[src/rtl/ectr_pkg.sv]
// Shared types, constants and AES-128 helper functions for the frame decrypt unit.
// No dependencies.
package ectr_pkg;

    localparam int HEADER_BYTES = 17;
    localparam int FIFO_DEPTH   = 4;
    localparam int FIFO_AW      = 2;
    localparam logic [7:0] CI_ELL = 8'h8D;

    localparam logic [1:0] ST_OK       = 2'd0;
    localparam logic [1:0] ST_BAD_CI   = 2'd1;
    localparam logic [1:0] ST_NO_KEY   = 2'd2;
    localparam logic [1:0] ST_TOO_SHORT = 2'd3;

    localparam logic [1:0] REG_KEY_HIGH    = 2'd0;
    localparam logic [1:0] REG_KEY_LOW     = 2'd1;
    localparam logic [1:0] REG_KEY_PRESENT = 2'd2;

    localparam logic [3:0] LAST_ROUND = 4'd10;
    localparam logic [3:0] DONE_ROUND = 4'd11;

    typedef struct packed {
        logic [7:0] data;
        logic       last;
        logic [1:0] status;
        logic       xor_en;
        logic       blk;
        logic [3:0] k;
        logic       orphan;
    } ectr_ent_t;

    localparam logic [7:0] SBOX [256] = '{
        8'h63,8'h7c,8'h77,8'h7b,8'hf2,8'h6b,8'h6f,8'hc5,8'h30,8'h01,8'h67,8'h2b,8'hfe,8'hd7,8'hab,8'h76,
        8'hca,8'h82,8'hc9,8'h7d,8'hfa,8'h59,8'h47,8'hf0,8'had,8'hd4,8'ha2,8'haf,8'h9c,8'ha4,8'h72,8'hc0,
        8'hb7,8'hfd,8'h93,8'h26,8'h36,8'h3f,8'hf7,8'hcc,8'h34,8'ha5,8'he5,8'hf1,8'h71,8'hd8,8'h31,8'h15,
        8'h04,8'hc7,8'h23,8'hc3,8'h18,8'h96,8'h05,8'h9a,8'h07,8'h12,8'h80,8'he2,8'heb,8'h27,8'hb2,8'h75,
        8'h09,8'h83,8'h2c,8'h1a,8'h1b,8'h6e,8'h5a,8'ha0,8'h52,8'h3b,8'hd6,8'hb3,8'h29,8'he3,8'h2f,8'h84,
        8'h53,8'hd1,8'h00,8'hed,8'h20,8'hfc,8'hb1,8'h5b,8'h6a,8'hcb,8'hbe,8'h39,8'h4a,8'h4c,8'h58,8'hcf,
        8'hd0,8'hef,8'haa,8'hfb,8'h43,8'h4d,8'h33,8'h85,8'h45,8'hf9,8'h02,8'h7f,8'h50,8'h3c,8'h9f,8'ha8,
        8'h51,8'ha3,8'h40,8'h8f,8'h92,8'h9d,8'h38,8'hf5,8'hbc,8'hb6,8'hda,8'h21,8'h10,8'hff,8'hf3,8'hd2,
        8'hcd,8'h0c,8'h13,8'hec,8'h5f,8'h97,8'h44,8'h17,8'hc4,8'ha7,8'h7e,8'h3d,8'h64,8'h5d,8'h19,8'h73,
        8'h60,8'h81,8'h4f,8'hdc,8'h22,8'h2a,8'h90,8'h88,8'h46,8'hee,8'hb8,8'h14,8'hde,8'h5e,8'h0b,8'hdb,
        8'he0,8'h32,8'h3a,8'h0a,8'h49,8'h06,8'h24,8'h5c,8'hc2,8'hd3,8'hac,8'h62,8'h91,8'h95,8'he4,8'h79,
        8'he7,8'hc8,8'h37,8'h6d,8'h8d,8'hd5,8'h4e,8'ha9,8'h6c,8'h56,8'hf4,8'hea,8'h65,8'h7a,8'hae,8'h08,
        8'hba,8'h78,8'h25,8'h2e,8'h1c,8'ha6,8'hb4,8'hc6,8'he8,8'hdd,8'h74,8'h1f,8'h4b,8'hbd,8'h8b,8'h8a,
        8'h70,8'h3e,8'hb5,8'h66,8'h48,8'h03,8'hf6,8'h0e,8'h61,8'h35,8'h57,8'hb9,8'h86,8'hc1,8'h1d,8'h9e,
        8'he1,8'hf8,8'h98,8'h11,8'h69,8'hd9,8'h8e,8'h94,8'h9b,8'h1e,8'h87,8'he9,8'hce,8'h55,8'h28,8'hdf,
        8'h8c,8'ha1,8'h89,8'h0d,8'hbf,8'he6,8'h42,8'h68,8'h41,8'h99,8'h2d,8'h0f,8'hb0,8'h54,8'hbb,8'h16
    };

    function automatic logic [7:0] xt(input logic [7:0] x);
        xt = {x[6:0], 1'b0} ^ (x[7] ? 8'h1b : 8'h00);
    endfunction

    function automatic logic [7:0] get_byte(input logic [127:0] v, input int i);
        get_byte = v[127 - 8*i -: 8];
    endfunction

    // Next round key from the previous one.
    function automatic logic [127:0] key_expand(input logic [127:0] rk, input logic [7:0] rcon);
        logic [31:0] t;
        logic [31:0] w0;
        logic [31:0] w1;
        logic [31:0] w2;
        logic [31:0] w3;
        t  = {SBOX[rk[23:16]] ^ rcon, SBOX[rk[15:8]], SBOX[rk[7:0]], SBOX[rk[31:24]]};
        w0 = rk[127:96] ^ t;
        w1 = rk[95:64] ^ w0;
        w2 = rk[63:32] ^ w1;
        w3 = rk[31:0] ^ w2;
        key_expand = {w0, w1, w2, w3};
    endfunction

    // SubBytes, ShiftRows, MixColumns (skipped on the final round), AddRoundKey.
    function automatic logic [127:0] aes_round(input logic [127:0] s, input logic [127:0] rk,
                                               input logic fin);
        logic [7:0] t [16];
        logic [7:0] a0;
        logic [7:0] a1;
        logic [7:0] a2;
        logic [7:0] a3;
        logic [7:0] e;
        logic [127:0] r;
        for (int c = 0; c < 4; c++) begin
            for (int j = 0; j < 4; j++) begin
                t[j + 4*c] = SBOX[get_byte(s, j + 4*((c + j) % 4))];
            end
        end
        if (!fin) begin
            for (int c = 0; c < 4; c++) begin
                a0 = t[4*c];
                a1 = t[4*c + 1];
                a2 = t[4*c + 2];
                a3 = t[4*c + 3];
                e  = a0 ^ a1 ^ a2 ^ a3;
                t[4*c]     = a0 ^ e ^ xt(a0 ^ a1);
                t[4*c + 1] = a1 ^ e ^ xt(a1 ^ a2);
                t[4*c + 2] = a2 ^ e ^ xt(a2 ^ a3);
                t[4*c + 3] = a3 ^ e ^ xt(a3 ^ a0);
            end
        end
        for (int i = 0; i < 16; i++) begin
            r[127 - 8*i -: 8] = t[i];
        end
        aes_round = r ^ rk;
    endfunction

endpackage

[src/rtl/ectr_back.sv]
// Back end: applies the keystream to queued bytes, discards unused blocks,
// and holds the result request in an output register. Uses ectr_pkg.
module ectr_back (
    input  logic                clk,
    input  logic                rst_n,
    input  logic                q_empty,
    input  ectr_pkg::ectr_ent_t q_ent,
    output logic                q_pop,
    input  logic                res_valid,
    input  logic [127:0]        res,
    output logic                res_take,
    output logic                empty,
    input  logic                pop,
    output logic [7:0]          out_byte,
    output logic                out_last,
    output logic [1:0]          status
);
    import ectr_pkg::*;

    logic [127:0] ks_reg, ks_next;
    logic [1:0]   drop_reg, drop_next;
    logic         ov_reg, ov_next;
    logic [7:0]   ob_reg, ob_next;
    logic         ol_reg, ol_next;
    logic [1:0]   os_reg, os_next;

    logic         ks_ok;
    logic         go;
    logic         drop;
    logic [127:0] ks_use;
    logic [7:0]   ks_byte;

    assign ks_ok   = (drop_reg == '0) && res_valid;
    assign go      = !q_empty && (!q_ent.blk || ks_ok) && (!ov_reg || pop);
    assign drop    = res_valid && (drop_reg != '0);
    assign res_take = drop || (go && q_ent.blk);
    assign q_pop   = go;
    assign ks_use  = q_ent.blk ? res : ks_reg;
    assign ks_byte = ks_use[127 - 8*q_ent.k -: 8];

    always_comb
    begin
        ks_next   = (go && q_ent.blk) ? res : ks_reg;
        drop_next = drop_reg - 2'(drop) + 2'(go && q_ent.orphan);
        ov_next   = go || (ov_reg && !pop);
        ob_next   = ob_reg;
        ol_next   = ol_reg;
        os_next   = os_reg;
        if (go) begin
            ob_next = q_ent.data ^ (q_ent.xor_en ? ks_byte : 8'h00);
            ol_next = q_ent.last;
            os_next = q_ent.status;
        end
    end

    always_ff @(posedge clk or negedge rst_n)
    begin
        if (!rst_n) begin
            drop_reg <= '0;
            ov_reg   <= 1'b0;
        end else begin
            drop_reg <= drop_next;
            ov_reg   <= ov_next;
        end
    end

    always_ff @(posedge clk)
    begin
        ks_reg <= ks_next;
        ob_reg <= ob_next;
        ol_reg <= ol_next;
        os_reg <= os_next;
    end

    assign empty    = !ov_reg;
    assign out_byte = ob_reg;
    assign out_last = ol_reg;
    assign status   = os_reg;
endmodule

[config.mk]
export PLATFORM = sky130hd
export DESIGN_NAME = ectr_back
export DESIGN_NICKNAME = d
export VERILOG_FILES = /design/src/rtl/ectr_pkg.sv /design/src/rtl/ectr_back.sv
export SDC_FILE = /design/constraint.sdc
export NUM_CORES = 1
export LEC_CHECK = 0
export ABC_CLOCK_PERIOD_IN_PS = 9890
export BUFFER_PORTS_ARGS = -buffer_cell sky130_fd_sc_hd__buf_4
export CORE_MARGIN = 4
export CORE_UTILIZATION = 55
export CTS_BUF_LIST = sky130_fd_sc_hd__clkbuf_4 sky130_fd_sc_hd__clkbuf_8
export DETAILED_ROUTE_END_ITERATION = 10
export GPL_TIMING_DRIVEN = 0
export PLACE_DENSITY = 0.83
export SLEW_MARGIN = 20
export SYNTH_ARGS = -nofsm -noshare
export SYNTH_HDL_FRONTEND = slang
export SYNTH_SLANG_ARGS = --single-unit
[constraint.sdc]
create_clock -name clk -period 9.89 [get_ports clk]
set_clock_uncertainty 0.15 [all_clocks]
set_input_delay 2.4725 -clock clk [delete_from_list [all_inputs] [get_ports clk]]
set_output_delay 2.4725 -clock clk [all_outputs]
set_load 0.02 [all_outputs]
==> results of run 1 <==
==> metrics by stage <==
step | hold slack, ps | power [W] | TNS [ps] | std cells
finish | 370 | 0.00146 | 0 | 736
global route | 395 | 0.00152 | 0 | 736
CTS | 374 | 0.00147 | 0 | 736
detailed placement | 357 | 0.000947 | 0 | 704
global placement | 336 | 0.000940 | -596 | 702
floorplan | 329 | 0.000849 | 0 | 392
==> logic make-up after synthesis <==
| logic type | Yosys count | synth area share [%] |
|---|---|---|
| flip-flops | 142 | 63.0 |
| buffers and inverters | 30 | 2.97 |
| AND/OR/NAND/NOR | 45 | 3.03 |
| multiplexers | 111 | 23.1 |
| adder cells (fa/ha/maj) | 2 | 0.371 |
| XOR/XNOR | 10 | 1.30 |
| AO/OA/AOI/OAI | 52 | 6.16 |
==> how the worst max path moves through the flow <==
stage | slack, ps | cells past startpoint | to | from
floorplan | 660 | 6 | res_take | q_ent[5]
global placement | -600 | 8 | res_take | q_ent[5]
detailed placement | 3060 | 8 | res_take | q_ent[5]
CTS | 3040 | 8 | res_take | q_ent[5]
global route | 2890 | 8 | res_take | q_ent[5]
finish | 3080 | 8 | res_take | q_ent[5]
==> worst max-delay path, cell delays in order <==
cell and delay [ps]:
buf_4 120, buf_6 150, buf_12 160, buf_6 150
a21oi_1 200, and3_4 580, or2_2 210, buf_4 130
==> final cells by class <==
class,count,area (µm²)
Fill cell,796,3360
Multi-Input combinational cell,220,2300
Tap cell,147,184
Inverter,3,11.3
Sequential cell,142,4250
Buffer,27,189
Clock buffer,18,241
Clock inverter,14,214
Timing Repair Buffer,165,1270
==> cells in the final DEF, fill, tap and decap left out, types with 3 or more instances in the layout <==
cell         n
and2_1       3
nor2b_1      5
buf_4      166
a21o_1       4
dfrtp_1      3
buf_2       14
o2111ai_1    6
xnor2_1      8
mux2i_1     77
a22oi_1     20
nand2_1     23
bufinv_16    5
clkinv_4     3
buf_6        3
inv_1        3
mux4_2      20
clkbuf_8    17
a41o_1       6
mux4_1      12
a21oi_1      4
a22o_1       4
edfxtp_1   139
buf_12       3
nor2_1       7
clkbuf_1     4
==> routing by layer <==
layer / wire [µm] / part of all wire [%] / vias to the layer above
li1: - / - / 1973
met5: 0 / 0 / -
met4: 354 / 2.2 / 0
met1: 6500 / 40 / 2161
met3: 1250 / 7.6 / 27
met2: 8340 / 51 / 211
==> power by group <==
group	leakage, nW	internal [W]	switching (W)	total, W
clock network	0.226	0.000303	0.000224	0.000528
logic	1.90	0.000112	0.000108	0.000220
registers	1.31	0.000703	0.0000102	0.000714
total	3.43	0.00112	0.000342	0.00146
==> summary.txt, run 1 <==
Setup path
  – Critical R2R Launch: drop_reg[1]
  – Worst Setup Start Kind: input pin
  – Worst Path Required: 7270 ps
  – RR Endpoint: drop_reg[1]
  – Endpoint type of the worst setup path: output port
  – R2R Setup Slk: 7260 ps
  – Critical path class: in -> out
  – Crit path max fanout: 36
  – Worst reg2reg path depth: 10
  – Crit path arrival time: 4190 ps

Global routing
  – First-pass GRT wire length: 25700 µm
  – Overall global routing resource usage: 24.1%
  – Vias in the first global route: 4654
  – Met2 usage: 39.1%
  – GR Util met1: 31.3%
  – Antenna violations before repair: 0
  – GRT met3 Usage: 7.61%
  – Grt peak-use layer: met2
  – GRT Residual Overflow: 0
  – Largest net degree at the start of global routing: 53

Die
  – Die ar.: 14100 µm²
  – FP Rows: 40
  – Die Wd: 119 µm
  – CORE AREA: 12000 µm²
  – Io pins: 165
  – Die height: 119 µm
  – Starting Density: 56.1%

Synthesis
  – Synthesized flop and latch total: 142
  – Sequential area share after synthesis: 63.0%
  – Top-area cell type share of the netlist area: 61.9%
  – Largest cells by area after synthesis: edfxtp_1, mux2i_1, mux4_2
  – Post-synth ARST share: 2.11%
  – Count leader, synth: edfxtp_1
  – Distinct cell type count after synthesis: 36
  – Yosys top cell by area: edfxtp_1
  – Syn nets: 545
  – Dominant synthesized flop cell: edfxtp_1
  – List of most frequent post-synthesis cells: edfxtp_1, mux2i_1, nand2_1
  – Synthesis Warnings: 0
  – Cell area after synthesis: 6740 µm²
  – Cells after synthesis: 392
  – Number of synthesized flops with an enable pin: 139
  – Average size of a mapped cell: 17.2 µm²

Timing
  – Setup ws final: 3080 ps
  – Relative slew slack: 52.4%
  – Setup-violating endpoint count in the final report: 0
  – Final cycle utilization of the critical path: 68.9%
  – RSZ-0062 raised after global routing: false
  – Fin. Hold Viols: 0
  – Final Slew Violations: 0
  – Worst Max-Slew Pin Slew: 715 ps
  – Max Fclk: 147 MHz
  – Final min period: 6810 ps

Drt
  – Initial DRT Pass Iterations: 5
  – Via count: 4372
  – Vias per Instance: 5.94
  – DRC Markers: 0
  – Post-Route WL: 16400 µm
  – Antenna Nets Post-Route: 0
  – WL/cell: 22.3 µm
  – Initial drt markers: 448

Clocking
  – Clk sinks: 142
  – CTS Buf Count: 17
  – Clock transition at path regs: 70 ps
  – CTS tree: built
  – H-Tree Depth: 4
  – CTS Hold Bufs: 0
  – Worst skew pair latency: 450 ps
  – Root Buffer: clkbuf_8
  – Post-CTS sizing: 0
  – Setup bufs post-CTS: 0
  – Bufs on Longest Clock Path: 2

Power and ir drop
  – Max VDD drop: 0.155 mV
  – Leak: 3.43 nW
  – Power Density: 169 nW/µm²

Placed design
  – Area after DPL: 8200 µm²
  – Port Buffers: 163
  – Routability cong.: 0.859
  – DP Worst Slack: 3060 ps
  – DPL Wire Length: 12100 µm

Run status
  – Outcome: completed

Finish
  – Max FFs per register: 128
  – Fin nets: 729
  – Share of cells above drive strength 1: 41.6%
  – Synth-to-Final Area Change: 28.4%
  – Final core occ: 72.1%
  – Fin area: 8660 µm²
  – Antenna diode count: 0

Hold path
  – WHS Path Cells: 1
  – Min-Delay Path Class: reg -> reg
  – Hold Crit Start: drop_reg[0]
  – Hold Path End: drop_reg[0]

Run
  – # Max-Cap Violations: 0
No activity file was read; power rests on OpenSTA's default activity.
==> run 2, diff against run 1 <==
Settings changed: ABC_CLOCK_PERIOD_IN_PS 9890 to 6500.
Clock period 9.89 ns to 6.5 ns, I/O delays scaled along.
==> summary.txt, run 2 (synthesis gave the netlist of run 1 again) <==
Run status
  – Outcome: completed (unchanged)

Clocking
  – CTS tree: built (unchanged)
  – Post-CTS sizing: 0 (unchanged)
  – CTS Buf Count: 17 (unchanged)
  – Setup bufs post-CTS: 0 (unchanged)
  – Clock transition at path regs: 70 ps (about the same)
  – Root Buffer: clkbuf_8 (unchanged)
  – Bufs on Longest Clock Path: 2 (unchanged)
  – CTS Hold Bufs: 0 (unchanged)
  – Clk sinks: 142 (unchanged)
  – H-Tree Depth: 4 (unchanged)
  – Worst skew pair latency: 460 ps (was 450 ps)

Finish
  – Synth-to-Final Area Change: 27.1% (was 28.4%)
  – Max FFs per register: 128 (unchanged)
  – Non-Filler Instances: 736 (unchanged)
  – Fin area: 8570 µm² (was 8660 µm²)
  – Antenna diode count: 0 (unchanged)
  – Most common cell after layout, fill and taps aside: buf_4 (unchanged)
  – Fin nets: 729 (unchanged)
  – Share of cells above drive strength 1: 41.6% (unchanged)
  – Fill cell count: 800 (was 796)
  – Most frequent cells in the layout: buf_4, edfxtp_1, mux2i_1, nand2_1 (unchanged)

Run
  – # Max-Cap Violations: 0 (unchanged)

Global routing
  – Overall global routing resource usage: 24.5% (was 24.1%)
  – Antenna violations before repair: 0 (unchanged)
  – Largest net degree at the start of global routing: 60 (was 53)
  – First-pass GRT wire length: 25800 µm (was 25700 µm)
  – GRT Residual Overflow: 0 (unchanged)
  – Vias in the first global route: 4735 (was 4654)

Setup path
  – RR Endpoint: drop_reg[1] (unchanged)
  – Worst path slowest cell: and3_4 (unchanged)
  – Worst setup path startpoint: q_ent[5] (unchanged)
  – Worst Setup EP: res_take (unchanged)
  – Critical R2R Launch: drop_reg[1] (unchanged)
  – Worst Setup Start Kind: input pin (unchanged)
  – Worst reg2reg path depth: 10 (unchanged)
  – Worst path max stage delay: 550 ps (was 580 ps)
  – Worst Path Required: 4720 ps (was 7270 ps)
  – Crit path arrival time: 3640 ps (was 4190 ps)
  – Endpoint type of the worst setup path: output port (unchanged)
  – R2R Setup Slk: 3810 ps (was 7260 ps)
  – Worst path cell trace: buf_4, buf_6, buf_12, buf_6, a21oi_1, and3_4, buf_16, or2_2, buf_4 (was buf_4, buf_6, buf_12, buf_6, a21oi_1, and3_4, or2_2, buf_4)
  – Critical path class: in -> out (unchanged)
  – Crit path max fanout: 59 (was 36)

Drt
  – DRC Markers: 0 (unchanged)
  – Via count: 4419 (was 4372)
  – Antenna Nets Post-Route: 0 (unchanged)
  – Post-Route WL: 16900 µm (was 16400 µm)
  – Vias per Instance: 6.00 (was 5.94)
  – Initial drt markers: 421 (was 448)
  – Initial DRT Pass Iterations: 5 (unchanged)
  – WL/cell: 23.0 µm (was 22.3 µm)

Power and ir drop
  – Max VDD drop: 0.178 mV (was 0.155 mV)
  – Seq pwr share: 51.8% (was 48.8%)
  – Sw Share: 24.8% (was 23.4%)
  – Power Density: 245 nW/µm² (was 169 nW/µm²)
  – Comb pwr share: 16.0% (was 15.0%)
  – Clk pwr share: 32.2% (was 36.1%)
  – Leak: 3.40 nW (was 3.43 nW)
  – Internal: 0.00158 W (was 0.00112 W)
  – Sw Pwr: 0.000520 W (was 0.000342 W)

Timing
  – Max Fclk: 185 MHz
  – Fin. Hold Viols: 0 (unchanged)
  – Final cycle utilization of the critical path: 83.4%
  – RSZ-0062 raised after global routing: false (unchanged)
  – Final min period: 5420 ps
  – Worst Max-Slew Pin Slew: 697 ps (was 715 ps)
  – Final Slew Violations: 0 (unchanged)
  – Setup-violating endpoint count in the final report: 0 (unchanged)
  – Relative slew slack: 53.5% (was 52.4%)

Placed design
  – DPL Wire Length: 12500 µm (was 12100 µm)
  – Routability cong.: 0.866 (was 0.859)
  – Area after DPL: 8200 µm² (unchanged)
  – Dpl cells: 704 (unchanged)
  – Port Buffers: 163 (unchanged)

Die
  – Die Wd: 119 µm (unchanged)
  – Starting Density: 56.1% (unchanged)
  – FP Rows: 40 (unchanged)
  – Io pins: 165 (unchanged)
  – Die ar.: 14100 µm² (unchanged)
  – Die height: 119 µm (unchanged)
  – CORE AREA: 12000 µm² (unchanged)

Hold path
  – Min-Delay Path Class: reg -> reg (unchanged)
run 2: cell count changes in the layout (fill, tap and decap cells not counted):
cell / previous run / this run
clkinvlp_4: 1 / 2
clkinv_2: 1 / 7
inv_6: 2 / 0
clkinv_4: 3 / 1
bufinv_16: 5 / 2
run 2: per-stage QoR:
stage	setup TNS, ps	power, W	setup WS, ps	utilization (%)	hold WS, ps
after floorplan	0	0.00129	499	-	329
after global placement	-266	0.00143	-266	67.8	337
after detailed placement	0	0.00144	1120	68.3	363
after CTS	0	0.00211	1050	71.3	378
after global routing	0	0.00218	903	71.3	396
final	0	0.00210	1080	71.3	385
run 2: worst min-delay path by stage:
stage / startpoint / end / slack [ps] / cells after the start
6_report: drop_reg[0] / drop_reg[0] / 390 / 1
5_1_grt: drop_reg[0] / drop_reg[0] / 400 / 1
4_1_cts: drop_reg[0] / drop_reg[0] / 380 / 1
3_5_place_dp: drop_reg[0] / drop_reg[0] / 360 / 1
3_3_place_gp: drop_reg[0] / drop_reg[0] / 340 / 1
2_1_floorplan: drop_reg[0] / drop_reg[0] / 330 / 1
run 2: cell type report:
type	count	area, µm²	area share [%]
plain buffers	27	189	2.21
well taps	147	184	2.15
inverters	3	11.3	0.131
multi-input cells	220	2300	26.8
clock buffers	18	241	2.82
repair buffers	165	1270	14.8
clock inverters	14	126	1.47
flip-flops and latches	142	4250	49.6
run 2: per-layer routing:
layer  part of all wire [%]  vias to the layer above  global-route usage (%)
met2                     51                      238                    40.7
met4                    3.0                        0                    10.1
met1                     37                     2174                    30.6
li1                       -                     1973                       -
met3                    8.7                       34                    6.65
met5                      0                        -                       0
run 2: critical path: cells and delay by family:
family | cells | cell delay [ps]
AND/OR/NAND/NOR | 2 | 720
AO/OA/AOI/OAI | 1 | 240
buffers and inverters | 6 | 1040
run 2: power groups by stage:
stage	clock network (W)	logic, W	registers (W)
2_1_floorplan	0	0.000176	0.00111
3_3_place_gp	0	0.000318	0.00111
3_5_place_dp	0	0.000336	0.00111
4_1_cts	0.000685	0.000338	0.00109
5_1_grt	0.000725	0.000361	0.00109
6_report	0.000676	0.000336	0.00109
==> run 3, diff against run 2 <==
Settings changed: ABC_CLOCK_PERIOD_IN_PS 6500 to 5250.
Clock period 6.5 ns to 5.25 ns, I/O delays scaled along.
==> summary.txt, run 3 (synthesis gave the netlist of run 1 again) <==
Run
  – # Max-Cap Violations: 0 (unchanged)

Clocking
  – H-Tree Depth: 4 (unchanged)
  – Setup bufs post-CTS: 0 (unchanged)
  – CTS tree: built (unchanged)
  – CTS Hold Bufs: 0 (unchanged)
  – Clk sinks: 142 (unchanged)
  – CTS Buf Count: 17 (unchanged)
  – Bufs on Longest Clock Path: 2 (unchanged)
  – Worst skew pair latency: 440 ps (was 460 ps)
  – Root Buffer: clkbuf_8 (unchanged)
  – Clock transition at path regs: 70 ps (about the same)
  – Post-CTS sizing: 0 (unchanged)

Setup path
  – Endpoint type of the worst setup path: output port (unchanged)
  – Crit path arrival time: 3120 ps (was 3640 ps)
  – Worst Setup Start Kind: input pin (unchanged)
  – Worst Path Required: 3790 ps (was 4720 ps)
  – Critical path class: in -> out (unchanged)
  – Crit path max fanout: 55 (was 59)

Timing
  – Max Fclk: 218 MHz
  – Setup-violating endpoint count in the final report: 0 (unchanged)
  – Relative slew slack: 49.4% (was 53.5%)
  – Final cycle utilization of the critical path: 87.2%
  – Setup ws final: 671 ps (was 1080 ps)
  – Final Slew Violations: 0 (unchanged)
  – Fin. Hold Viols: 0 (unchanged)
  – Final min period: 4580 ps
  – Worst Max-Slew Pin Slew: 759 ps (was 697 ps)
  – RSZ-0062 raised after global routing: false (unchanged)

Die
  – Die height: 119 µm (unchanged)
  – Io pins: 165 (unchanged)
  – FP Rows: 40 (unchanged)
  – Die Wd: 119 µm (unchanged)
  – Starting Density: 56.1% (unchanged)
  – CORE AREA: 12000 µm² (unchanged)
  – Die ar.: 14100 µm² (unchanged)

Global routing
  – GR Util met1: 30.3% (was 30.6%)
  – GRT Residual Overflow: 0 (unchanged)
  – Met2 usage: 37.9% (was 40.7%)
  – Grt peak-use layer: met2 (unchanged)
  – Antenna violations before repair: 0 (unchanged)
  – Overall global routing resource usage: 23.6% (was 24.5%)
  – GRT met3 Usage: 6.36% (was 6.65%)
  – Vias in the first global route: 4640 (was 4735)
  – First-pass GRT wire length: 24900 µm (was 25800 µm)
  – Largest net degree at the start of global routing: 60 (unchanged)

Finish
  – Most frequent cells in the layout: buf_4, edfxtp_1, mux2i_1, nand2_1 (unchanged)
  – Fin area: 8550 µm² (was 8570 µm²)
  – Antenna diode count: 0 (unchanged)
  – Share of cells above drive strength 1: 41.3% (was 41.6%)
  – Max FFs per register: 128 (unchanged)
  – Most common cell after layout, fill and taps aside: buf_4 (unchanged)
  – Fin nets: 729 (unchanged)
  – Synth-to-Final Area Change: 26.8% (was 27.1%)
  – Fill cell count: 797 (was 800)

Power and ir drop
  – Sw Share: 24.0% (was 24.8%)
  – Seq pwr share: 53.2% (was 51.8%)
  – Comb pwr share: 16.4% (was 16.0%)
  – Internal: 0.00192 W (was 0.00158 W)
  – Leak: 3.39 nW (was 3.40 nW)
  – Sw Pwr: 0.000606 W (was 0.000520 W)
  – Clk pwr share: 30.3% (was 32.2%)
  – Max VDD drop: 0.237 mV (was 0.178 mV)
  – Power Density: 296 nW/µm² (was 245 nW/µm²)

Hold path
  – Min-Delay Path Class: reg -> reg (unchanged)

Drt
  – DRC Markers: 0 (unchanged)
  – Post-Route WL: 16300 µm (was 16900 µm)
  – Initial drt markers: 308 (was 421)
  – Via count: 4424 (was 4419)
  – Initial DRT Pass Iterations: 5 (unchanged)
  – Vias per Instance: 6.01 (was 6.00)
  – Antenna Nets Post-Route: 0 (unchanged)
  – WL/cell: 22.1 µm (was 23.0 µm)

Placed design
  – DP Worst Slack: 633 ps (was 1120 ps)
  – DPL Wire Length: 11900 µm (was 12500 µm)
  – Area after DPL: 8210 µm² (was 8200 µm²)
  – Port Buffers: 163 (unchanged)
  – Routability cong.: 0.923 (was 0.866)

Run status
  – Outcome: completed (unchanged)
run 3: cell count changes in the layout (fill, tap and decap cells not counted):
cell	before	now
buf_12	3	2
buf_16	1	2
bufinv_16	2	1
clkbuf_4	2	5
clkinv_1	2	4
clkinv_2	7	6
clkinv_4	1	0
clkinvlp_4	2	0
run 3: routing by layer:
metal  wire length, µm  part of all wire (%)  vias to the layer above
li1                  -                     -                     1978
met5                 0                     0                        -
met3              1250                   7.7                       36
met1              6450                    40                     2185
met2              8120                    50                      225
met4               428                   2.6                        0
run 3: path summary, 6_finish.rpt:
path / startpoint / to / slack [ps] / cells after the start
worst max-delay path: q_ent[5] / res_take / 670 / 9
worst min-delay path: drop_reg[0] / drop_reg[0] / 370 / 1
worst max register to register: drop_reg[1] / drop_reg[1] / 2570 / 10
worst min register to register: drop_reg[0] / drop_reg[0] / 370 / 1
max in group asynchronous: rst_n / ov_reg / 4350 / 1
min in group asynchronous: rst_n / drop_reg[0] / 500 / 1
run 3: layout make-up:
class,instances,area [µm²],area share [%]
sequential,142,4250,49.7
tap,147,184,2.15
inverter,3,11.3,0.132
clock inverter,11,75.1,0.878
multi-input combinational,220,2300,26.9
timing repair buffer,165,1280,15.0
clock buffer,21,264,3.09
buffer,27,189,2.21
run 3: power by group through the flow:
stage,sequential (W),clock [W],combinational [W]
floorplan,0.00138,0,0.000218
global placement,0.00137,0,0.000396
detailed placement,0.00137,0,0.000416
CTS,0.00135,0.000779,0.000418
global route,0.00135,0.000826,0.000451
finish,0.00134,0.000766,0.000416
run 3: critical path, cell delays in order:
cell and delay [ps]:
buf_4 120, buf_6 150, buf_12 160, buf_6 160
a21oi_1 190, and3_4 410, buf_16 290, or2_2 170
buf_4 130
run 3: metrics by stage:
step / total power [W] / utilization [%] / setup TNS (ps) / hold WS (ps) / cells
after CTS: 0.00254 / 71.2 / 0 / 372 / 736
final: 0.00253 / 71.2 / 0 / 367 / 736
after detailed placement: 0.00179 / 68.3 / 0 / 356 / 704
after floorplan: 0.00159 / - / 0 / 329 / 392
after global routing: 0.00263 / 71.2 / 0 / 404 / 736
after global placement: 0.00176 / 67.9 / -43.7 / 336 / 702
