<file path="src/rtl/ectr_pkg.sv">
// Shared types, constants and AES-128 helper functions for the frame decrypt unit.
// No dependencies.
package ectr_pkg;

    localparam int HEADER_BYTES = 17;
    localparam int FIFO_DEPTH   = 4;
    localparam int FIFO_AW      = 2;
    localparam logic [7:0] CI_ELL = 8'h8D;

    localparam logic [1:0] ST_OK       = 2'd0;
    localparam logic [1:0] ST_BAD_CI   = 2'd1;
    localparam logic [1:0] ST_NO_KEY   = 2'd2;
    localparam logic [1:0] ST_TOO_SHORT = 2'd3;

    localparam logic [1:0] REG_KEY_HIGH    = 2'd0;
    localparam logic [1:0] REG_KEY_LOW     = 2'd1;
    localparam logic [1:0] REG_KEY_PRESENT = 2'd2;

    localparam logic [3:0] LAST_ROUND = 4'd10;
    localparam logic [3:0] DONE_ROUND = 4'd11;

    typedef struct packed {
        logic [7:0] data;
        logic       last;
        logic [1:0] status;
        logic       xor_en;
        logic       blk;
        logic [3:0] k;
        logic       orphan;
    } ectr_ent_t;

    localparam logic [7:0] SBOX [256] = '{
        8'h63,8'h7c,8'h77,8'h7b,8'hf2,8'h6b,8'h6f,8'hc5,8'h30,8'h01,8'h67,8'h2b,8'hfe,8'hd7,8'hab,8'h76,
        8'hca,8'h82,8'hc9,8'h7d,8'hfa,8'h59,8'h47,8'hf0,8'had,8'hd4,8'ha2,8'haf,8'h9c,8'ha4,8'h72,8'hc0,
        8'hb7,8'hfd,8'h93,8'h26,8'h36,8'h3f,8'hf7,8'hcc,8'h34,8'ha5,8'he5,8'hf1,8'h71,8'hd8,8'h31,8'h15,
        8'h04,8'hc7,8'h23,8'hc3,8'h18,8'h96,8'h05,8'h9a,8'h07,8'h12,8'h80,8'he2,8'heb,8'h27,8'hb2,8'h75,
        8'h09,8'h83,8'h2c,8'h1a,8'h1b,8'h6e,8'h5a,8'ha0,8'h52,8'h3b,8'hd6,8'hb3,8'h29,8'he3,8'h2f,8'h84,
        8'h53,8'hd1,8'h00,8'hed,8'h20,8'hfc,8'hb1,8'h5b,8'h6a,8'hcb,8'hbe,8'h39,8'h4a,8'h4c,8'h58,8'hcf,
        8'hd0,8'hef,8'haa,8'hfb,8'h43,8'h4d,8'h33,8'h85,8'h45,8'hf9,8'h02,8'h7f,8'h50,8'h3c,8'h9f,8'ha8,
        8'h51,8'ha3,8'h40,8'h8f,8'h92,8'h9d,8'h38,8'hf5,8'hbc,8'hb6,8'hda,8'h21,8'h10,8'hff,8'hf3,8'hd2,
        8'hcd,8'h0c,8'h13,8'hec,8'h5f,8'h97,8'h44,8'h17,8'hc4,8'ha7,8'h7e,8'h3d,8'h64,8'h5d,8'h19,8'h73,
        8'h60,8'h81,8'h4f,8'hdc,8'h22,8'h2a,8'h90,8'h88,8'h46,8'hee,8'hb8,8'h14,8'hde,8'h5e,8'h0b,8'hdb,
        8'he0,8'h32,8'h3a,8'h0a,8'h49,8'h06,8'h24,8'h5c,8'hc2,8'hd3,8'hac,8'h62,8'h91,8'h95,8'he4,8'h79,
        8'he7,8'hc8,8'h37,8'h6d,8'h8d,8'hd5,8'h4e,8'ha9,8'h6c,8'h56,8'hf4,8'hea,8'h65,8'h7a,8'hae,8'h08,
        8'hba,8'h78,8'h25,8'h2e,8'h1c,8'ha6,8'hb4,8'hc6,8'he8,8'hdd,8'h74,8'h1f,8'h4b,8'hbd,8'h8b,8'h8a,
        8'h70,8'h3e,8'hb5,8'h66,8'h48,8'h03,8'hf6,8'h0e,8'h61,8'h35,8'h57,8'hb9,8'h86,8'hc1,8'h1d,8'h9e,
        8'he1,8'hf8,8'h98,8'h11,8'h69,8'hd9,8'h8e,8'h94,8'h9b,8'h1e,8'h87,8'he9,8'hce,8'h55,8'h28,8'hdf,
        8'h8c,8'ha1,8'h89,8'h0d,8'hbf,8'he6,8'h42,8'h68,8'h41,8'h99,8'h2d,8'h0f,8'hb0,8'h54,8'hbb,8'h16
    };

    function automatic logic [7:0] xt(input logic [7:0] x);
        xt = {x[6:0], 1'b0} ^ (x[7] ? 8'h1b : 8'h00);
    endfunction

    function automatic logic [7:0] get_byte(input logic [127:0] v, input int i);
        get_byte = v[127 - 8*i -: 8];
    endfunction

    // Next round key from the previous one.
    function automatic logic [127:0] key_expand(input logic [127:0] rk, input logic [7:0] rcon);
        logic [31:0] t;
        logic [31:0] w0;
        logic [31:0] w1;
        logic [31:0] w2;
        logic [31:0] w3;
        t  = {SBOX[rk[23:16]] ^ rcon, SBOX[rk[15:8]], SBOX[rk[7:0]], SBOX[rk[31:24]]};
        w0 = rk[127:96] ^ t;
        w1 = rk[95:64] ^ w0;
        w2 = rk[63:32] ^ w1;
        w3 = rk[31:0] ^ w2;
        key_expand = {w0, w1, w2, w3};
    endfunction

    // SubBytes, ShiftRows, MixColumns (skipped on the final round), AddRoundKey.
    function automatic logic [127:0] aes_round(input logic [127:0] s, input logic [127:0] rk,
                                               input logic fin);
        logic [7:0] t [16];
        logic [7:0] a0;
        logic [7:0] a1;
        logic [7:0] a2;
        logic [7:0] a3;
        logic [7:0] e;
        logic [127:0] r;
        for (int c = 0; c < 4; c++) begin
            for (int j = 0; j < 4; j++) begin
                t[j + 4*c] = SBOX[get_byte(s, j + 4*((c + j) % 4))];
            end
        end
        if (!fin) begin
            for (int c = 0; c < 4; c++) begin
                a0 = t[4*c];
                a1 = t[4*c + 1];
                a2 = t[4*c + 2];
                a3 = t[4*c + 3];
                e  = a0 ^ a1 ^ a2 ^ a3;
                t[4*c]     = a0 ^ e ^ xt(a0 ^ a1);
                t[4*c + 1] = a1 ^ e ^ xt(a1 ^ a2);
                t[4*c + 2] = a2 ^ e ^ xt(a2 ^ a3);
                t[4*c + 3] = a3 ^ e ^ xt(a3 ^ a0);
            end
        end
        for (int i = 0; i < 16; i++) begin
            r[127 - 8*i -: 8] = t[i];
        end
        aes_round = r ^ rk;
    endfunction

endpackage

</file>
<file path="src/rtl/ectr_fifo.sv">
// Short request queue between front and back ends.
// Uses ectr_pkg for the entry type and depth.
module ectr_fifo (
    input  logic                clk,
    input  logic                rst_n,
    input  logic                wr,
    input  ectr_pkg::ectr_ent_t wr_ent,
    output logic                full,
    input  logic                rd,
    output ectr_pkg::ectr_ent_t rd_ent,
    output logic                empty
);
    import ectr_pkg::*;

    ectr_ent_t mem [FIFO_DEPTH];
    logic [FIFO_AW-1:0] wp_reg, wp_next;
    logic [FIFO_AW-1:0] rp_reg, rp_next;
    logic [FIFO_AW:0]   cnt_reg, cnt_next;

    assign full   = (cnt_reg == (FIFO_AW+1)'(FIFO_DEPTH));
    assign empty  = (cnt_reg == '0);
    assign rd_ent = mem[rp_reg];

    always_comb
    begin
        wp_next  = wr ? wp_reg + 1'b1 : wp_reg;
        rp_next  = rd ? rp_reg + 1'b1 : rp_reg;
        cnt_next = cnt_reg + (FIFO_AW+1)'(wr) - (FIFO_AW+1)'(rd);
    end

    always_ff @(posedge clk)
    begin
        if (wr) begin
            mem[wp_reg] <= wr_ent;
        end
    end

    always_ff @(posedge clk or negedge rst_n)
    begin
        if (!rst_n) begin
            wp_reg  <= '0;
            rp_reg  <= '0;
            cnt_reg <= '0;
        end else begin
            wp_reg  <= wp_next;
            rp_reg  <= rp_next;
            cnt_reg <= cnt_next;
        end
    end
endmodule

</file>
<file path="config.mk">
export PLATFORM = sky130hd
export DESIGN_NAME = ectr_fifo
export DESIGN_NICKNAME = d
export VERILOG_FILES = /design/src/rtl/ectr_pkg.sv /design/src/rtl/ectr_fifo.sv
export SDC_FILE = /design/constraint.sdc
export NUM_CORES = 1
export LEC_CHECK = 0
export ABC_AREA = 1
export BUFFER_PORTS_ARGS = -buffer_cell sky130_fd_sc_hd__buf_2
export CAP_MARGIN = 20
export CORE_MARGIN = 3
export CORE_UTILIZATION = 57
export CTS_CLUSTER_DIAMETER = 30
export DETAILED_ROUTE_END_ITERATION = 6
export MAX_ROUTING_LAYER = met4
export PLACE_DENSITY = 0.79
export SLEW_MARGIN = 0
export SYNTH_ARGS = -nofsm -noshare
export SYNTH_HDL_FRONTEND = slang
export SYNTH_SLANG_ARGS = --single-unit
</file>
<file path="constraint.sdc">
create_clock -name clk -period 1.7 [get_ports clk]
set_input_delay 0 -clock clk [delete_from_list [all_inputs] [get_ports clk]]
set_output_delay 0 -clock clk [all_outputs]
set_load 0.02 [all_outputs]
</file>
==> impl_summary.log, run 1 <==
[metrics] dominant cell type by count on the critical path: nand2_1
[metrics] Critical Path Start Type: flop
[metrics] area share of the leading cell type in the synthesized netlist: 0.627
[metrics] number of global-route vias before repair: 2271
[metrics] setup bufs post-CTS: 0
[metrics] headroom to the max-slew limit: 0.752
[metrics] largest fanout of any net on the critical path: 36
[metrics] Clock power frac: 0.210
[metrics] number of placed I/O pins: 42
[metrics] total of buffers placed on input and output ports: between 40 and 50
[metrics] cell count after synthesis: 327
[metrics] Post-route DRC: 0
[metrics] number of cells on the worst reg-to-reg path: 8
[metrics] clock-pin slew on the worst setup and hold paths: approximately 0.070 ns
[metrics] detailed-route wire length per cell: 12.9 um
[metrics] share of post-route cells with drive strength above 1: 0.163
[metrics] vias: ~2300
[metrics] die extent in x: 83.8 um
[metrics] post-route ant nets: 0
[metrics] Max Fclk: 659 MHz
[metrics] Setup Crit Path Kind: flop to output port
[metrics] Synth Net Count: 356
[metrics] pre-CTS setup slack: 0.185 ns
[metrics] final layout net count: 429
[metrics] fill count: 380
[metrics] sum of net half-perimeters after detailed placement: approximately 3700 um
[metrics] fin crit share: 0.893
[metrics] Critical R2R Launch: cnt_reg[0]
[metrics] measured slew at the worst slew-check pin: 0.372 ns
[metrics] leakage dissipation: 2.03 nW
[metrics] later-pin clock latency in the skew report: roughly 0.34 ns
[metrics] Die H: 83.8 um
[metrics] Worst Hold Class: input port to async pin
[metrics] worst flop-to-flop path endpoint: cnt_reg[2]
[metrics] starting utilization of the core area: 0.607
[metrics] number of rows created at floorplan: 27
[metrics] crit path cell chain: inv_4, nand2_1, nand3_1, nand2_1, buf_2
[metrics] most area-consuming cells after synthesis: edfxtp_1, nand2_1, inv_1
[metrics] # Max-Cap Violations: 0
[metrics] total wire length after detailed routing: 6180 um
[metrics] Synth-to-Final Area Change: 20.7%
[metrics] net switching share of the total power: 0.375
[metrics] synthesized area divided by synthesized cell count: 10.5 um^2
[metrics] Arrival @ worst endpoint: 1.52 ns
[metrics] Core ar.: approximately 0.0057 mm^2
[metrics] first element of the critical path: rp_reg[0]
[metrics] All-Layer GR Usage: 0.199
[metrics] Logic pwr share: 0.387
[metrics] biggest cell delay along the critical path: 0.42 ns
[metrics] fraction of power consumed by sequential logic: 0.403
[metrics] count of inserted antenna diode cells: 0
[metrics] outcome: finished clean
[metrics] clk sinks: 79
[metrics] global-route wire length before repair: around 10000 um
[metrics] most common cell after layout, fill and taps aside: nand2_1
[metrics] CP Data Required Time: approximately 1.7 ns
[metrics] warning count from the yosys run: 0
[metrics] sequential-to-total area share from yosys stat: 0.678
[metrics] slack of the critical path: 0.182 ns
[metrics] GRT overflow: 0
[metrics] Max VDD drop: 1010 uV
[metrics] number of CTS-inserted buffers: 9
[metrics] Tmin final: 1.52 ns
[metrics] flop2flop setup slack: 0.18 ns
[metrics] Post-Synthesis Cell Area: 0.00345 mm^2
[metrics] Iter 0 DRT Violations: 153
[metrics] root buffer cell: clkbuf_8
[metrics] maximum clock skew at final layout: roughly 0.0083 ns
[metrics] drt via density: 4.75
[metrics] first-pass detailed-route iteration total: 4
[metrics] RSZ-0062 raised after global routing: no
[metrics] most used cells in the layout excluding fill and tap cells: nand2_1, inv_1, edfxtp_1, buf_2, nand3_1
[metrics] buffer levels on the longest clock path: 2
[metrics] worst hold slack: 0.0418 ns
[metrics] capture point of the worst path: rd_ent[14]
[metrics] number of H-tree branching levels: 3
[metrics] number of antenna violations at the first check in global routing: 0
[metrics] RePlAce Congestion: just under 0.8
[metrics] die outline area: 0.00701 mm^2
[metrics] flip-flop and latch count after synthesis: 79
[metrics] Net Sw Power: 0.00255 W
[metrics] post-synthesis cell type with the largest combined area: edfxtp_1
[metrics] Crit-path slowest cell: dfrtp_1
[metrics] CTS tree: built
[metrics] setup total negative slack: 0 ns
[metrics] number of distinct library cell variants in the gate-level netlist after synthesis: 17
[metrics] endpoint kind of the worst setup timing path: output port
[metrics] max FFs per register: a little over 70
[metrics] final number of hold-violating endpoints: 0
[metrics] number of setup violations in the final report: 0
[metrics] max-slew violations: 0
[metrics] internal power: 0.00425 W
[metrics] maximum number of pins on one net before global-route repair: 39
[metrics] cell area power density: 1630 mW/mm^2
==> synth_stat cells, drive strengths merged <==
library cell,instances
nor2,1
edfxtp,72
o21ai,1
inv,86
xor2,3
nand2,101
nand3,37
buf,10
fa,1
clkbuf,1
ha,6
nor3,1
dfrtp,7
==> layer usage <==
| layer | up-vias | global-route usage | share of wire | wire length, um |
|---|---|---|---|---|
| li1 | 1154 | - | - | - |
| met1 | 1051 | 0.228 | 0.40 | 2470 |
| met2 | 53 | 0.335 | 0.54 | 3330 |
| met3 | 10 | 0.0484 | 0.045 | 276 |
| met4 | 0 | 0.0819 | 0.016 | 99 |
| met5 | - | - | 0 | 0 |
==> cells by family after synthesis <==
logic type | Yosys count | share of synthesized area
AO/OA/AOI/OAI | 1 | 0.00145
XOR/XNOR | 3 | 0.00763
adder cells (fa/ha/maj) | 7 | 0.0276
buffers and inverters | 97 | 0.119
flip-flops | 79 | 0.678
AND/OR/NAND/NOR | 140 | 0.166
==> power groups by stage <==
stage	Sequential, W	Clock, W	Combinational, W
finish	0.00274	0.00143	0.00263
global route	0.00277	0.00153	0.00297
CTS	0.00273	0.00145	0.00267
detailed placement	0.00277	0	0.00261
global placement	0.00275	0	0.00257
floorplan	0.00271	0	0.00191
==> repair_timing <==
action,4_1_cts,5_1_grt
hold buffers,21,0
pin swaps,0,0
endpoints found under the setup margin,1,3
resized for setup,1,1
hold endpoints to repair,83,0
==> through the flow <==
step / util / power (W) / instance area [um^2] / instances
3_3_place_gp: 0.659 / 0.00532 / 3740 / 440
4_1_cts: 0.732 / 0.00685 / 4160 / 477
6_report: 0.733 / 0.00680 / 4160 / 477
2_1_floorplan: - / 0.00462 / 3450 / 327
5_1_grt: 0.733 / 0.00727 / 4160 / 477
3_5_place_dp: 0.659 / 0.00538 / 3740 / 440
==> worst min-delay path by stage <==
stage | startpoint | endpoint | slack, ns | cells after the start
floorplan | rst_n | cnt_reg[0] | -0.30 | 0
global placement | rst_n | cnt_reg[0] | -0.16 | 1
detailed placement | rst_n | cnt_reg[0] | -0.15 | 1
CTS | rst_n | cnt_reg[1] | 0.02 | 2
global route | rst_n | cnt_reg[1] | 0.03 | 2
finish | rst_n | cnt_reg[1] | 0.04 | 2
==> cell type report <==
type / instances / area (um^2) / area share
inverters: 86 / 328 / 0.0788
clock inverters: 5 / 72.6 / 0.0174
well taps: 72 / 90.1 / 0.0217
repair buffers: 73 / 502 / 0.121
clock buffers: 11 / 131 / 0.0316
multi-input cells: 151 / 699 / 0.168
flip-flops and latches: 79 / 2340 / 0.562
==> critical path: cells and delay by family, from the launching register on <==
kind / cells / cell delay, ns
AND/OR/NAND/NOR: 3 / 0.31
flip-flops: 1 / 0.42
buffers and inverters: 2 / 0.46
Note: power is estimated with default switching activity, not from simulation.
==> inputs of run 2 (changes only) <==
--- a/config.mk
+++ b/config.mk
@@ -5,15 +5,14 @@
 export SDC_FILE = /design/constraint.sdc
 export NUM_CORES = 1
 export LEC_CHECK = 0
-export ABC_AREA = 1
 export BUFFER_PORTS_ARGS = -buffer_cell sky130_fd_sc_hd__buf_2
 export CAP_MARGIN = 20
 export CORE_MARGIN = 3
-export CORE_UTILIZATION = 57
+export CORE_UTILIZATION = 35
 export CTS_CLUSTER_DIAMETER = 30
 export DETAILED_ROUTE_END_ITERATION = 6
 export MAX_ROUTING_LAYER = met4
-export PLACE_DENSITY = 0.79
+export PLACE_DENSITY = 0.54
 export SLEW_MARGIN = 0
 export SYNTH_ARGS = -nofsm -noshare
 export SYNTH_HDL_FRONTEND = slang
==> run 2 against run 1 <==
Compared with the run above: die area increased by 38%; synthesized area is 13% lower; utilization shrank 27 points; highest routed layer unchanged.
==> impl_summary.log, run 2 <==
[metrics] CP Data Required Time: 1.70 ns (about the same)
[metrics] Arrival @ worst endpoint: 1.62 ns (+0.10 ns)
[metrics] sequential-to-total area share from yosys stat: 0.782 (+0.104)
[metrics] die outline area: 0.00968 mm^2 (+38%)
[metrics] outcome: finished clean
[metrics] net switching share of the total power: 0.307 (-0.0675)
[metrics] All-Layer GR Usage: 0.114 (-0.0848)
[metrics] slack of the critical path: 0.0772 ns (-0.105 ns)
[metrics] setup total negative slack: 0 ns (unchanged)
[metrics] later-pin clock latency in the skew report: 0.34 ns (about the same)
[metrics] Worst Hold Class: input port to async pin
[metrics] number of setup violations in the final report: 0 (unchanged)
[metrics] root buffer cell: clkbuf_8
[metrics] internal power: 0.00434 W (+2.2%)
[metrics] final number of hold-violating endpoints: 0 (unchanged)
[metrics] Max VDD drop: 773 uV (-24%)
[metrics] starting utilization of the core area: 0.362 (-0.245)
[metrics] endpoint kind of the worst setup timing path: output port
[metrics] max-slew violations: 0 (unchanged)
[metrics] crit path cell chain: buf_4, mux4_2, buf_2
[metrics] number of global-route vias before repair: 1597 (-30%)
[metrics] flop2flop setup slack: 0.20 ns (+0.02 ns)
[metrics] RSZ-0062 raised after global routing: no
[metrics] most common flop cell mapped by yosys: edfxtp_1
[metrics] vias: 1416 (-38%)
[metrics] max FFs per register: 72 (unchanged)
[metrics] total of buffers placed on input and output ports: 41 (unchanged)
[metrics] cell with the most instances after synthesis: edfxtp_1
[metrics] first-pass detailed-route iteration total: 4 (unchanged)
[metrics] number of distinct library cell variants in the gate-level netlist after synthesis: 16 (-1)
[metrics] number of placed I/O pins: 42 (unchanged)
[metrics] biggest cell delay along the critical path: 0.52 ns (+0.10 ns)
[metrics] most used cells in the layout excluding fill and tap cells: edfxtp_1, buf_2, dlygate4sd3_1, mux4_2, buf_4
[metrics] worst hold slack: 0.0244 ns (-0.0174 ns)
[metrics] Design Power: 0.00627 W (-7.7%)
[metrics] post-route ant nets: 0 (unchanged)
[metrics] maximum number of pins on one net before global-route repair: 14 (-64%)
[metrics] clk sinks: 79 (unchanged)
[metrics] Core ar.: 0.00826 mm^2 (+46%)
[metrics] Post-Synthesis Cell Area: 0.00299 mm^2 (-13%)
[metrics] die extent in x: 98.4 um (+17%)
[metrics] share of post-route cells with drive strength above 1: 0.397 (+0.234)
[metrics] buffer levels on the longest clock path: 2 (unchanged)
[metrics] number of H-tree branching levels: 3 (unchanged)
[metrics] Setup Crit Path Kind: flop to output port
[metrics] fill count: 731 (+92%)
[metrics] Net Sw Power: 0.00193 W (-24%)
[metrics] fin cells: 319 (-33%)
[metrics] cell count after synthesis: 128 (-61%)
[metrics] flip-flop and latch count after synthesis: 79 (unchanged)
[metrics] fin crit share: 0.955 (+0.0616)
[metrics] fraction of power consumed by sequential logic: 0.430 (+0.027)
[metrics] RePlAce Congestion: 0.734 (-5.1%)
[metrics] number of CTS-inserted buffers: 9 (unchanged)
[metrics] sum of net half-perimeters after detailed placement: 3360 um (-10%)
[metrics] largest fanout of any net on the critical path: 8 (-78%)
[metrics] most common cell after layout, fill and taps aside: edfxtp_1
[metrics] Max Fclk: 616 MHz (-6.4%)
[metrics] async set-or-reset flop fraction in the synthesized netlist: 0.0886 (unchanged)
[metrics] global-route wire length before repair: 7960 um (-24%)
[metrics] setup bufs post-CTS: 0 (unchanged)
[metrics] Worst path top cell family by delay: multiplexers
[metrics] number of rows created at floorplan: 33 (+22%)
[metrics] Post-route DRC: 0 (unchanged)
[metrics] Synth top cells by count: edfxtp_1, mux4_2, dfrtp_1
[metrics] measured slew at the worst slew-check pin: 0.201 ns (-0.171 ns)
[metrics] Tmin final: 1.62 ns (+0.105 ns)
[metrics] Critical Path Start Type: flop
[metrics] Logic pwr share: 0.342 (-0.045)
[metrics] maximum clock skew at final layout: 0.00765 ns (-0.000678 ns)
[metrics] # Max-Cap Violations: 0 (unchanged)
[metrics] Synth-to-Final Area Change: 27.4%
[metrics] post-synthesis cell type with the largest combined area: edfxtp_1
[metrics] Crit-path slowest cell: mux4_2
[metrics] CTS tree: built
[metrics] warning count from the yosys run: 0 (unchanged)
[metrics] number of synthesized flops with an enable pin: 72 (unchanged)
[metrics] drt via density: 4.44 (-6.6%)
[metrics] area share of the leading cell type in the synthesized netlist: 0.724 (+0.0962)
[metrics] synthesized area divided by synthesized cell count: 23.3 um^2 (+120%)
[metrics] leakage dissipation: 1.41 nW (-31%)
[metrics] Clock power frac: 0.228 (+0.018)
[metrics] final layout net count: 238 (-45%)
[metrics] Die H: 98.4 um (+17%)
[metrics] GRT overflow: 0 (unchanged)
[metrics] headroom to the max-slew limit: 0.866 (+0.114)
[metrics] pre-CTS setup slack: 0.197 ns (+0.0122 ns)
[metrics] most area-consuming cells after synthesis: edfxtp_1, mux4_2, dfrtp_1
[metrics] worst path bufs/invs: 2 (unchanged)
[metrics] Synth Net Count: 157 (-56%)
[metrics] clock-pin slew on the worst setup and hold paths: 0.07 ns (about the same)
[metrics] total placed cells including tap cells: 282 (-36%)
[metrics] cell area power density: 1650 mW/mm^2 (+0.84%)
[metrics] Iter 0 DRT Violations: 51 (-67%)
[metrics] total wire length after detailed routing: 4970 um (-20%)
[metrics] count of inserted antenna diode cells: 0 (unchanged)
[metrics] number of antenna violations at the first check in global routing: 0 (unchanged)
[metrics] detailed-route wire length per cell: 15.6 um (+20%)
run 2: changes by cell type in the layout (fill, tap and decap cells not counted), moves of 2 or more:
| cell | delta |
|---|---|
| inv_1 | -78 |
| nand2_1 | -99 |
| and2_1 | +4 |
| xnor2_1 | +2 |
| inv_4 | -2 |
| nand3_1 | -37 |
| mux4_2 | +18 |
run 2: cell type report:
cell class	count	area, um^2	share of cell area
tap	105	131	0.0345
inverter	6	22.5	0.00592
timing repair buffer	74	513	0.135
sequential	79	2340	0.614
clock inverter	6	82.6	0.0217
clock buffer	10	128	0.0335
multi-input combinational	39	593	0.156
run 2: metrics by stage:
step                area [um^2]   util
floorplan                  2990      -
global placement           3380  0.409
detailed placement         3380  0.409
CTS                        3800  0.461
global route               3810  0.461
finish                     3810  0.461
run 2: cell families (layout without fill, tap and decap cells):
family | Yosys count | in the layout | share of synthesized area
XOR/XNOR | 5 | 5 | 0.0147
adder cells (fa/ha/maj) | 7 | 7 | 0.0318
AO/OA/AOI/OAI | 1 | 1 | 0.00167
AND/OR/NAND/NOR | 8 | 8 | 0.0147
buffers and inverters | 10 | 96 | 0.0193
flip-flops | 79 | 79 | 0.782
multiplexers | 18 | 18 | 0.136
run 2: path summary, 6_finish.rpt:
path | startpoint | to | cells past startpoint
max | rp_reg[0] | rd_ent[9] | 3
max reg2reg | cnt_reg[0] | cnt_reg[2] | 6
min | rst_n | wp_reg[0] | 2
min reg2reg | wp_reg[0] | wp_reg[0] | 1
min in group clk | wr_ent[6] | mem[3][6] | 2
max in group asynchronous | rst_n | rp_reg[1] | 2
run 2: layer usage:
layer / vias to the layer above / routed length, um / GRT usage
met1: 696 / 2200 / 0.134
met4: 0 / 33 / 0.0284
li1: 674 / - / -
met2: 42 / 2460 / 0.183
met5: - / 0 / -
met3: 4 / 280 / 0.0464
run 2: power by group through the flow:
stage / logic (W) / registers, W / clock network, W
final: 0.00214 / 0.00270 / 0.00143
after floorplan: 0.00149 / 0.00270 / 0
after global routing: 0.00232 / 0.00273 / 0.00158
after CTS: 0.00220 / 0.00270 / 0.00149
after detailed placement: 0.00215 / 0.00274 / 0
after global placement: 0.00211 / 0.00271 / 0
run 2: timing repair:
action,4_1_cts,5_1_grt
resized for setup,1,1
hold endpoints to repair,83,0
hold buffers,21,0
endpoints found under the setup margin,10,2
==> inputs of run 3 (changes only) <==
==> constraint.sdc (replaced) <==
create_clock -name clk -period 1.5 [get_ports clk]
set_input_delay 0 -clock clk [delete_from_list [all_inputs] [get_ports clk]]
set_output_delay 0 -clock clk [all_outputs]
set_load 0.02 [all_outputs]
==> run 3 against run 2 <==
Compared with the run above: the run now ends with negative setup slack left; largest cell class unchanged; first-iteration DRC count up 80%; register-to-register slack worse by 0.17 ns; flip-flop and latch count unchanged; sequential power up 13%.
==> impl_summary.log, run 3 (same netlist as run 2, synthesis figures left out) <==
[metrics] worst path bufs/invs: 2 (unchanged)
[metrics] RSZ-0062 raised after global routing: yes
[metrics] biggest cell delay along the critical path: 0.53 ns (about the same)
[metrics] final number of hold-violating endpoints: 0 (unchanged)
[metrics] fin cells: 322 (+0.94%)
[metrics] Max VDD drop: 1190 uV (+54%)
[metrics] root buffer cell: clkbuf_8
[metrics] fin crit share: 1.09
[metrics] Setup Crit Path Kind: flop to output port
[metrics] vias: 1432 (+1.1%)
[metrics] crit path cell chain: buf_12, mux4_2, buf_2
[metrics] CTS tree: built
[metrics] setup total negative slack: -1.70 ns (-1.70 ns)
[metrics] number of setup violations in the final report: 18 (+18)
[metrics] drt via density: 4.45 (+0.19%)
[metrics] final core utilization: 0.478 (+0.0167)
[metrics] number of antenna violations at the first check in global routing: 0 (unchanged)
[metrics] most used cells in the layout excluding fill and tap cells: edfxtp_1, buf_2, dlygate4sd3_1, mux4_2, buf_4
[metrics] failing checks: negative setup slack
[metrics] fraction of power consumed by sequential logic: 0.408 (-0.022)
[metrics] internal power: 0.00521 W (+20%)
[metrics] most common cell after layout, fill and taps aside: edfxtp_1
[metrics] number of rows created at floorplan: 33 (unchanged)
[metrics] outcome: finished with violations
[metrics] starting utilization of the core area: 0.362 (unchanged)
[metrics] RePlAce Congestion: 0.759 (+3.4%)
[metrics] number of global-route vias before repair: 1597 (unchanged)
[metrics] maximum clock skew at final layout: 0.00338 ns (-0.00427 ns)
[metrics] Arrival @ worst endpoint: 1.63 ns (about the same)
[metrics] count of inserted antenna diode cells: 0 (unchanged)
[metrics] clk sinks: 79 (unchanged)
[metrics] CP Data Required Time: 1.50 ns (-0.20 ns)
[metrics] Worst path top cell family by delay: multiplexers
[metrics] Post-route DRC: 0 (unchanged)
[metrics] number of CTS-inserted buffers: 9 (unchanged)
[metrics] clock-pin slew on the worst setup and hold paths: 0.07 ns (about the same)
[metrics] global-route wire length before repair: 7980 um (+0.26%)
[metrics] measured slew at the worst slew-check pin: 0.206 ns (+0.00486 ns)
[metrics] number of placed I/O pins: 42 (unchanged)
[metrics] Logic pwr share: 0.374 (+0.032)
[metrics] Iter 0 DRT Violations: 92 (+80%)
[metrics] detailed-route wire length per cell: 15.6 um (about the same)
[metrics] later-pin clock latency in the skew report: 0.33 ns (about the same)
[metrics] All-Layer GR Usage: 0.114 (+0.000275)
[metrics] final layout net count: 241 (+1.3%)
[metrics] Worst Hold Class: input port to async pin
[metrics] GRT overflow: 0 (unchanged)
[metrics] max FFs per register: 72 (unchanged)
[metrics] number of H-tree branching levels: 3 (unchanged)
[metrics] Die H: 98.4 um (unchanged)
[metrics] maximum number of pins on one net before global-route repair: 14 (unchanged)
[metrics] total placed cells including tap cells: 282 (unchanged)
[metrics] largest fanout of any net on the critical path: 12 (+4)
[metrics] Synth-to-Final Area Change: 32.0%
[metrics] Clock power frac: 0.217 (-0.011)
[metrics] total wire length after detailed routing: 5020 um (+1.0%)
[metrics] # Max-Cap Violations: 0 (unchanged)
[metrics] Tmin final: approximately 1.6 ns
[metrics] net switching share of the total power: 0.304 (-0.00331)
[metrics] endpoint kind of the worst setup timing path: output port
[metrics] Net Sw Power: 0.00228 W (+18%)
[metrics] Crit-path slowest cell: mux4_2
[metrics] die extent in x: 98.4 um (unchanged)
[metrics] Max Fclk: just over 600 MHz
[metrics] headroom to the max-slew limit: 0.863 (-0.00324)
[metrics] buffer levels on the longest clock path: 2 (unchanged)
[metrics] total of buffers placed on input and output ports: 41 (unchanged)
[metrics] die outline area: 0.00968 mm^2 (unchanged)
[metrics] Critical Path Start Type: flop
[metrics] sum of net half-perimeters after detailed placement: 3360 um (about the same)
[metrics] max-slew violations: 0 (unchanged)
[metrics] leakage dissipation: 1.44 nW (+2.6%)
[metrics] first-pass detailed-route iteration total: 4 (unchanged)
[metrics] Core ar.: 0.00826 mm^2 (unchanged)
[metrics] slack of the critical path: -0.132 ns (-0.209 ns)
[metrics] post-route ant nets: 0 (unchanged)
[metrics] cell area power density: 1900 mW/mm^2 (+15%)
[metrics] share of post-route cells with drive strength above 1: 0.429 (+0.0314)
-- run 3: cell types whose count changed in the layout (fill, tap and decap cells not counted), sizes merged --
cell,before,now
buf,53,56
clkbuf,10,11
inv,7,6
-- run 3: worst paths after layout --
check | startpoint | endpoint | slack (ns) | cells past startpoint
hold reg to reg | wp_reg[0] | wp_reg[0] | 0.53 | 1
setup / recovery | rp_reg[0] | rd_ent[8] | -0.13 | 3
min in group clk | wr_ent[9] | mem[3][9] | 0.41 | 2
setup reg to reg | cnt_reg[0] | cnt_reg[2] | 0.03 | 6
max in group asynchronous | rst_n | rp_reg[1] | 1.31 | 2
hold / removal | rst_n | wp_reg[0] | 0.03 | 2
-- run 3: power groups by stage --
stage          logic [W]  clock network (W)  registers (W)
2_1_floorplan    0.00169                  0        0.00306
3_3_place_gp     0.00249                  0        0.00307
3_5_place_dp     0.00254                  0        0.00311
4_1_cts          0.00276            0.00169        0.00307
5_1_grt          0.00303            0.00180        0.00310
6_report         0.00280            0.00163        0.00306
-- run 3: metrics by stage --
stage	hold WS (ns)	instance area (um^2)	worst slack [ns]	total power [W]
after detailed placement	-0.151	3430	-0.0167	0.00565
final	0.0295	3950	-0.132	0.00749
after floorplan	-0.296	2990	0.0274	0.00475
after global placement	-0.151	3430	0.0467	0.00556
after global routing	0.0276	3950	-0.209	0.00792
after CTS	0.0159	3900	-0.165	0.00751
-- run 3: timing repair --
item / 4_1_cts / 5_1_grt
endpoints found under the hold margin: 84 / 0
buffers inserted: 1 / 2
pin swaps: 0 / 3
gates resized for setup: 12 / 7
hold buffers: 21 / 0
gates cloned: 0 / 0
endpoints found under the setup margin: 19 / 20
-- run 3: cell type report --
cell class | count | area, um^2
clock buffer | 11 | 131
clock inverter | 5 | 82.6
fill | 697 | 4310
inverter | 6 | 22.5
multi-input combinational | 39 | 621
sequential | 79 | 2340
tap | 105 | 131
timing repair buffer | 77 | 619
-- run 3: per-layer routing --
layer | vias to the layer above | part of all wire | GRT usage | wire length, um
met1 | 706 | 0.42 | 0.134 | 2120
met3 | 3 | 0.046 | 0.0407 | 231
met4 | 0 | 0.0030 | 0.0347 | 15
met2 | 43 | 0.53 | 0.185 | 2650
met5 | - | 0 | - | 0
li1 | 680 | - | - | -
